===== src/rtl/sync_length_checksum_deframer_unit_assert.svh =====
// Assertion macros used by the deframer RTL.
`ifndef SYNC_LENGTH_CHECKSUM_DEFRAMER_UNIT_ASSERT_SVH
`define SYNC_LENGTH_CHECKSUM_DEFRAMER_UNIT_ASSERT_SVH

`ifndef SYNTHESIS
`define SLCD_ASSERT_IMP(label, clk, rst, ante, cons) \
  label: assert property (@(posedge clk) disable iff (rst) (ante) |-> (cons)) \
    else $error("Deframer assertion failed.");
`define SLCD_ASSERT_NEXT(label, clk, rst, ante, cons) \
  label: assert property (@(posedge clk) disable iff (rst) (ante) |=> (cons)) \
    else $error("Deframer assertion failed.");
`else
`define SLCD_ASSERT_IMP(label, clk, rst, ante, cons)
`define SLCD_ASSERT_NEXT(label, clk, rst, ante, cons)
`endif

`endif


===== src/rtl/slcd_pkg.sv =====
package slcd_pkg;

  localparam int WORD_W    = 32;
  localparam int INDEX_W   = 30;
  localparam int BYTES_W   = 34;
  localparam int PHASE_W   = 3;
  localparam int CFG_IDX_W = 1;
  localparam int CAPW_W    = 31;

  localparam logic [CFG_IDX_W-1:0] REG_SYNC_WORD      = 1'b0;
  localparam logic [CFG_IDX_W-1:0] REG_CAPACITY_BYTES = 1'b1;

  typedef enum logic [PHASE_W-1:0] {
    PH_SYNC    = 3'd0,
    PH_LENGTH  = 3'd1,
    PH_PAYLOAD = 3'd2,
    PH_CHECK   = 3'd3,
    PH_DONE    = 3'd4
  } phase_t;

  typedef struct packed {
    logic [WORD_W-1:0] sync_word;
    logic [CAPW_W-1:0] cap_words;
  } cfg_t;

  typedef struct packed {
    logic [PHASE_W-1:0] parser_phase;
    logic               store_valid;
    logic [INDEX_W-1:0] store_index;
    logic [WORD_W-1:0]  store_word;
    logic [BYTES_W-1:0] message_bytes;
    logic               checksum_failed;
  } result_t;

endpackage


===== src/rtl/slcd_cfg.sv =====
module slcd_cfg (
  input  logic                                clk,
  input  logic                                rst,
  input  logic                                cfg_valid,
  input  logic [slcd_pkg::CFG_IDX_W-1:0]      cfg_index,
  input  logic [slcd_pkg::WORD_W-1:0]         cfg_data,
  output slcd_pkg::cfg_t                      cfg
);
  import slcd_pkg::*;

  logic [WORD_W:0]   cap_sum;
  logic [CAPW_W-1:0] cap_words_next;

  // The store holds ceil(bytes / 4) words, computed without wrap.
  assign cap_sum        = {1'b0, cfg_data} + (WORD_W+1)'(3);
  assign cap_words_next = cap_sum[WORD_W:2];

  always_ff @(posedge clk) begin
    if (rst) begin
      cfg.sync_word <= '0;
      cfg.cap_words <= '0;
    end else if (cfg_valid) begin
      case (cfg_index)
        REG_SYNC_WORD:      cfg.sync_word <= cfg_data;
        REG_CAPACITY_BYTES: cfg.cap_words <= cap_words_next;
        default:            ;
      endcase
    end
  end

endmodule


===== src/rtl/slcd_core.sv =====
module slcd_core (
  input  logic                        clk,
  input  logic                        rst,
  input  logic                        step,
  input  logic [slcd_pkg::WORD_W-1:0] word,
  input  slcd_pkg::cfg_t              cfg,
  output slcd_pkg::result_t           res_next
);
  import slcd_pkg::*;

  phase_t             phase, phase_next;
  logic [WORD_W-1:0]  word_cursor, word_cursor_next;
  logic [WORD_W-1:0]  running_sum, running_sum_next;
  logic [WORD_W-1:0]  frame_length, frame_length_next;
  logic [WORD_W-1:0]  cursor_inc;

  assign cursor_inc = word_cursor + WORD_W'(1);

  always_ff @(posedge clk) begin
    if (rst) begin
      phase        <= PH_SYNC;
      word_cursor  <= '0;
      running_sum  <= '0;
      frame_length <= '0;
    end else if (step) begin
      phase        <= phase_next;
      word_cursor  <= word_cursor_next;
      running_sum  <= running_sum_next;
      frame_length <= frame_length_next;
    end
  end

  always_comb begin
    phase_next        = phase;
    word_cursor_next  = word_cursor;
    running_sum_next  = running_sum;
    frame_length_next = frame_length;
    res_next          = '0;
    case (phase)
      PH_LENGTH: begin
        frame_length_next = word;
        phase_next        = PH_PAYLOAD;
      end
      PH_PAYLOAD: begin
        if (word_cursor < {1'b0, cfg.cap_words}) begin
          res_next.store_valid = 1'b1;
          res_next.store_index = word_cursor[INDEX_W-1:0];
          res_next.store_word  = word;
        end
        running_sum_next = running_sum + word;
        word_cursor_next = cursor_inc;
        if (cursor_inc >= frame_length) begin
          phase_next = PH_CHECK;
        end
      end
      PH_CHECK: begin
        if (word != running_sum) begin
          res_next.checksum_failed = 1'b1;
          phase_next               = PH_SYNC;
        end else begin
          res_next.message_bytes = {word_cursor, 2'b00};
          phase_next             = PH_DONE;
        end
      end
      default: begin
        if (word == cfg.sync_word) begin
          word_cursor_next = '0;
          running_sum_next = '0;
          phase_next       = PH_LENGTH;
        end else begin
          phase_next = PH_SYNC;
        end
      end
    endcase
    res_next.parser_phase = phase_next;
  end

endmodule


===== src/rtl/sync_length_checksum_deframer_unit.sv =====
// Channel   Direction  Handshake             Payload
// word      in         word_valid/stall      word_in
// result    out        result_valid/stall    parser_phase .. checksum_failed
// cfg       in         cfg_valid/cfg_ready   cfg_index, cfg_data
//
// Each word is captured in an input register, processed, and its result lands
// in an output register, so one word per cycle is sustained while result_stall is low.
// A result is valid once its word has passed the input register and the result register.
// The result register frees the input side: a word is taken into an empty input register while a result waits.
// Reset clears the parser state and the valid flags of both registers; cfg_ready is always high.
`include "sync_length_checksum_deframer_unit_assert.svh"

module sync_length_checksum_deframer_unit (
  input  logic                                clk,
  input  logic                                rst,
  input  logic                                word_valid,
  output logic                                word_stall,
  input  logic [slcd_pkg::WORD_W-1:0]         word_in,
  output logic                                result_valid,
  input  logic                                result_stall,
  output logic [slcd_pkg::PHASE_W-1:0]        parser_phase,
  output logic                                store_valid,
  output logic [slcd_pkg::INDEX_W-1:0]        store_index,
  output logic [slcd_pkg::WORD_W-1:0]         store_word,
  output logic [slcd_pkg::BYTES_W-1:0]        message_bytes,
  output logic                                checksum_failed,
  input  logic                                cfg_valid,
  output logic                                cfg_ready,
  input  logic [slcd_pkg::CFG_IDX_W-1:0]      cfg_index,
  input  logic [slcd_pkg::WORD_W-1:0]         cfg_data
);
  import slcd_pkg::*;

  cfg_t              cfg;
  result_t           res, res_next;
  logic              in_full;
  logic [WORD_W-1:0] in_word;
  logic              accept;
  logic              advance;

  assign cfg_ready  = 1'b1;
  assign advance    = in_full && (!result_valid || !result_stall);
  assign word_stall = in_full && !advance;
  assign accept     = word_valid && !word_stall;

  slcd_cfg u_cfg (
    .clk       (clk),
    .rst       (rst),
    .cfg_valid (cfg_valid && cfg_ready),
    .cfg_index (cfg_index),
    .cfg_data  (cfg_data),
    .cfg       (cfg)
  );

  slcd_core u_core (
    .clk      (clk),
    .rst      (rst),
    .step     (advance),
    .word     (in_word),
    .cfg      (cfg),
    .res_next (res_next)
  );

  always_ff @(posedge clk) begin
    if (rst) begin
      in_full      <= 1'b0;
      result_valid <= 1'b0;
    end else begin
      in_full      <= accept || (in_full && !advance);
      result_valid <= advance || (result_valid && result_stall);
    end
  end

  always_ff @(posedge clk) begin
    if (accept) begin
      in_word <= word_in;
    end
    if (advance) begin
      res <= res_next;
    end
  end

  assign parser_phase    = res.parser_phase;
  assign store_valid     = res.store_valid;
  assign store_index     = res.store_index;
  assign store_word      = res.store_word;
  assign message_bytes   = res.message_bytes;
  assign checksum_failed = res.checksum_failed;

  `SLCD_ASSERT_IMP(a_store_in_payload, clk, rst, result_valid && store_valid, parser_phase == PH_PAYLOAD || parser_phase == PH_CHECK)
  `SLCD_ASSERT_IMP(a_fail_to_sync, clk, rst, result_valid && checksum_failed, parser_phase == PH_SYNC && message_bytes == '0 && !store_valid)
  `SLCD_ASSERT_IMP(a_bytes_on_done, clk, rst, result_valid && message_bytes != '0, parser_phase == PH_DONE)
  `SLCD_ASSERT_NEXT(a_held_word_kept, clk, rst, in_full && result_valid && result_stall, in_full && $stable(in_word))

endmodule


===== config.mk =====
export PLATFORM = sky130hd
export DESIGN_NAME = sync_length_checksum_deframer_unit
export DESIGN_NICKNAME = d
export VERILOG_FILES = /design/src/rtl/slcd_pkg.sv /design/src/rtl/slcd_cfg.sv /design/src/rtl/slcd_core.sv /design/src/rtl/sync_length_checksum_deframer_unit.sv
export VERILOG_INCLUDE_DIRS = /design/src /design/src/rtl
export SDC_FILE = /design/constraint.sdc
export NUM_CORES = 1
export LEC_CHECK = 0
export BUFFER_PORTS_ARGS = -buffer_cell sky130_fd_sc_hd__buf_2
export CAP_MARGIN = 30
export CORE_MARGIN = 4
export CORE_UTILIZATION = 60
export CTS_BUF_LIST = sky130_fd_sc_hd__clkbuf_8
export DETAILED_ROUTE_END_ITERATION = 7
export HOLD_SLACK_MARGIN = 0.02
export PLACE_DENSITY = 0.79
export REMOVE_ABC_BUFFERS = 1
export SYNTH_ARGS = -nofsm -noshare
export SYNTH_HDL_FRONTEND = slang
export SYNTH_SLANG_ARGS = --single-unit

===== constraint.sdc =====
create_clock -name clk -period 10 [get_ports clk]
set_input_delay 1 -clock clk [delete_from_list [all_inputs] [get_ports clk]]
set_output_delay 1 -clock clk [all_outputs]
set_load 0.02 [all_outputs]

==> impl_table.tex <==
\begin{tabular}{lr}
\hline
Metric & Value \\
\hline
\multicolumn{2}{l}{\textbf{STA}} \\
RSZ-0062 raised after global routing & false \\
Tightest Pin Transition & 1.00 ns \\
Final Slew Violations & 0 \\
Rel. slew slack & 31.4\% \\
Min Tclk post-route & 4.37 ns \\
Min setup slack post-route & 5.63 ns \\
Max Fclk & 0.229 GHz \\
\# setup viols final & 0 \\
Hold violation total from the final report & 0 \\
Sum of negative setup slack & 0 ns \\
Share of the clock period used by the worst path & 43.7\% \\
Setup skew after layout & 0.0144 ns \\
\multicolumn{2}{l}{\textbf{Clocking}} \\
Total clock sinks & 295 \\
Post-CTS resize count & 0 \\
TritonCTS Buffers & 48 \\
Clock latency at the later pin of the worst-skew pair & 0.56 ns \\
H-Tree Depth & 2 \\
Clock tree buffer depth & 3 \\
Clock transition time at the flip-flop clock pins of the worst setup and hold paths & 0.07 ns \\
Root Buffer Master & sky130\_fd\_sc\_hd\_\_clkbuf\_8 \\
CTS hold repair buffers & 0 \\
Clock tree from TritonCTS & yes \\
Buffers inserted during post-CTS setup optimization & 0 \\
\multicolumn{2}{l}{\textbf{Synth}} \\
Proportion of synthesized area in mux cells & 0.266\% \\
Async SR Flop Fraction & 0\% \\
Main combinational cell family by area after synthesis & simple AND/OR/NAND/NOR gates \\
Most frequently used flop master after synthesis & sky130\_fd\_sc\_hd\_\_dfxtp\_1 \\
Adder-Cell Fraction of Synth Area & 7.95\% \\
Number of flops mapped to enable cells by yosys & 131 \\
Post-synthesis sequential area ratio & 48.0\% \\
Cell variety after synth & 61 \\
Xor/xnor share of the synthesized area & 6.81\% \\
Syn. warnings & 0 \\
Total standard cell area after synthesis & 15000 um2 \\
Cells after synthesis & 1602 \\
Synthesis-stage register bit count & 295 \\
Area fraction in compound gates after synthesis & 13.6\% \\
Synthesized area per cell & 9.39 um2 \\
Simple-gate share of the synthesized area & 19.0\% \\
\multicolumn{2}{l}{\textbf{Layout}} \\
Net count reported at finish & 1918 \\
Most common library cell in the layout ignoring fill and taps & sky130\_fd\_sc\_hd\_\_nand2\_1 \\
Most frequent cells in the layout & sky130\_fd\_sc\_hd\_\_nand2\_1 (197), sky130\_fd\_sc\_hd\_\_buf\_2 (169), sky130\_fd\_sc\_hd\_\_dfxtp\_1 (164) \\
Final-layout fill cell count & 1941 \\
Share of post-route cells with drive strength above 1 & 15.0\% \\
P\&R area growth vs syn & 13.5\% \\
\multicolumn{2}{l}{\textbf{Critical path}} \\
Kind of cell adding the most delay to the critical path & compound AO/OA/AOI/OAI gates \\
Critical Path Max Stage Delay & 0.55 ns \\
Cell-by-cell trace of the critical path & nand4\_1 > nor4\_1 > nand2\_1 > nor2\_1 > xor2\_1 > ha\_1 > a21o\_1 > a21o\_1 > a21oi\_1 > o21ai\_0 > a211o\_1 > a211oi\_1 > o21ai\_0 > a22o\_1 > nand2\_1 > nand2\_1 \\
Type of origin of the critical path & flip-flop \\
Worst-case reg-to-reg path depth & 16 \\
Slowest cell on crit path & sky130\_fd\_sc\_hd\_\_nor4\_1 \\
Endpoint kind of the worst setup timing path & flip-flop \\
Number of stages on the worst setup path & 16 \\
Critical path's most frequent cell & sky130\_fd\_sc\_hd\_\_nand2\_1 \\
Largest fanout on the critical path & 11 \\
Arr. time, crit path & 4.68 ns \\
Buffering stage count on the worst path with inverters included & 0 \\
Startpoint-to-endpoint class of the critical path & reg2reg \\
Worst EP required & 10.31 ns \\
\multicolumn{2}{l}{\textbf{Run}} \\
Max-Cap Viols & 0 \\
\multicolumn{2}{l}{\textbf{Place}} \\
IO Port Bufs & 170 \\
Gp weighted congestion & 0.969 \\
Worst slack at placement & 5.72 ns \\
Dpl hpwl & 28.1 mm \\
\multicolumn{2}{l}{\textbf{Power and ir drop}} \\
Share of total power in sequential cells & 51.3\% \\
Clock network fraction of total power & 39.3\% \\
LEAKAGE & 7.14 nW \\
Power Internal & 1.94 mW \\
Switching power & 0.679 mW \\
Peak supply drop & 0.150 mV \\
Ratio of total power to cell area & 153 nW/um2 \\
Gate power share & 9.4\% \\
Switching part of the total power & 25.9\% \\
\multicolumn{2}{l}{\textbf{Worst hold path}} \\
Path type of the worst min-delay path & reg2reg \\
Hold Crit Depth & 1 \\
\multicolumn{2}{l}{\textbf{Global route}} \\
Total global-route track usage & 27.6\% \\
GRT Residual Overflow & 0 \\
Global-route wire length before repair & 62.2 mm \\
Maximum number of pins on one net before global-route repair & 80 \\
Vias in the first global route & 11900 \\
Number of antenna violations at the first check in global routing & 3 \\
\multicolumn{2}{l}{\textbf{Drt}} \\
Vias & 12100 \\
Initial drt markers & 857 \\
DRT antenna net count & 0 \\
WL per Instance & 18.4 um \\
Length of the first detailed-routing pass in iterations & 6 \\
Drc violations & 0 \\
Post-DR vias/cell & 5.72 \\
DRT Wirelength & 39.0 mm \\
\multicolumn{2}{l}{\textbf{Outcome}} \\
Result of the run & complete, no violations \\
\multicolumn{2}{l}{\textbf{Floorplan}} \\
Height of the chip & 166 um \\
Full die area & 27700 um2 \\
Initial core utilization & 61.5\% \\
Area of the core & 24500 um2 \\
Chip width & 166 um \\
Number of top-level pins & 174 \\
Number of rows in the core area & 57 \\
\hline
\end{tabular}
layout make-up:
| class | instances | area, um2 | share of cell area, % |
|---|---|---|---|
| multi-input cells | 1141 | 7200 | 42.2 |
| flip-flops and latches | 295 | 7220 | 42.3 |
| well taps | 324 | 405 | 2.37 |
| inverters | 83 | 314 | 1.84 |
| clock buffers | 54 | 743 | 4.35 |
| repair buffers | 184 | 986 | 5.78 |
| clock inverters | 34 | 196 | 1.15 |
| diodes | 2 | 5.00 | 0.0293 |
worst reg2reg max path, delay by kind of cell (launching register included):
family          cells  cell delay [ns]
compound gates      8             1.67
xor+xnor            1             0.25
fa+ha+maj           1             0.30
flops               1             0.49
simple gates        6             1.41
power groups by stage:
stage	logic, mW	clock network [mW]	registers, mW
2_1_floorplan	0.121	0	1.38
3_3_place_gp	0.239	0	1.37
3_5_place_dp	0.244	0	1.37
4_1_cts	0.246	1.04	1.34
5_1_grt	0.269	1.10	1.35
6_report	0.246	1.03	1.34
cell families (layout without fill, tap and decap cells):
kind of cell,after synthesis,in the layout
flops,295,295
xor+xnor,117,117
fa+ha+maj,95,95
compound gates,338,338
other cells,2,5
mux,4,4
buf+inv,167,355
simple gates,584,584
metrics by stage:
stage                     std cells  power [mW]  instance area, um2  hold WS [ns]  util [%]
after floorplan                1519        1.51               14700         0.426         -
after detailed placement       2027        1.61               16100         0.447      65.9
after CTS                      2115        2.63               17100         0.458      69.8
after global placement         2024        1.61               16100         0.439      65.7
final                          2117        2.62               17100         0.457      69.8
after global routing           2116        2.72               17100         0.481      69.8
sequential cells by signal, summed over array words and instances, names as in the netlist:
| name | flops |
|---|---|
| checksum_failed | 1 |
| in_full | 1 |
| in_word | 32 |
| message_bytes | 32 |
| parser_phase | 3 |
| result_valid | 1 |
| store_index | 30 |
| store_valid | 1 |
| store_word | 32 |
| u_cfg.cfg | 63 |
| u_core.frame_length | 32 |
| u_core.phase | 3 |
| u_core.running_sum | 32 |
| u_core.word_cursor | 32 |
metal layers:
| layer | part of all wire (%) | track usage [%] | vias up |
|---|---|---|---|
| li1 | - | - | 5881 |
| met1 | 41 | 35.6 | 5669 |
| met2 | 48 | 45.7 | 438 |
| met3 | 6.6 | 4.90 | 110 |
| met4 | 4.5 | 12.2 | 4 |
| met5 | 0.054 | 0 | - |
path summary, 6_finish.rpt:
kind / start / end / slack, ns
setup / recovery: u_core.word_cursor[8]$_SDFFE_PP0P_ / parser_phase[0]$_DFFE_PP_ / 5.63
hold reg to reg: u_core.running_sum[27]$_SDFFE_PP0P_ / u_core.running_sum[27]$_SDFFE_PP0P_ / 0.46
hold / removal: u_core.running_sum[27]$_SDFFE_PP0P_ / u_core.running_sum[27]$_SDFFE_PP0P_ / 0.46
setup reg to reg: u_core.word_cursor[8]$_SDFFE_PP0P_ / parser_phase[0]$_DFFE_PP_ / 5.63
cells in the mapped netlist, drive strengths merged (2+ instances only):
master	instances	area (um2)
a211o	2	17.5
a211oi	34	255
a21o	43	323
a21oi	148	741
a22oi	22	165
a311oi	2	17.5
a31oi	4	25.0
and2	99	621
and3	16	101
and4	6	56.3
buf	7	48.8
clkbuf	76	285
conb	2	7.51
dfxtp	164	3280
edfxtp	131	3930
ha	94	1180
inv	83	312
mux2i	4	40.0
nand2	197	739
nand2b	8	50.1
nand3	32	160
nand4	30	224
nor2	135	507
nor2b	8	50.1
nor3	17	108
nor3b	5	37.5
nor4	17	106
nor4b	2	17.5
o2111ai	2	17.5
o211ai	2	15.0
o21ai	59	295
o21bai	7	52.6
o31ai	4	30.0
or3	7	43.8
or4	2	15.0
xnor2	45	394
xor2	72	631
(Power assumes the default switching activity.)
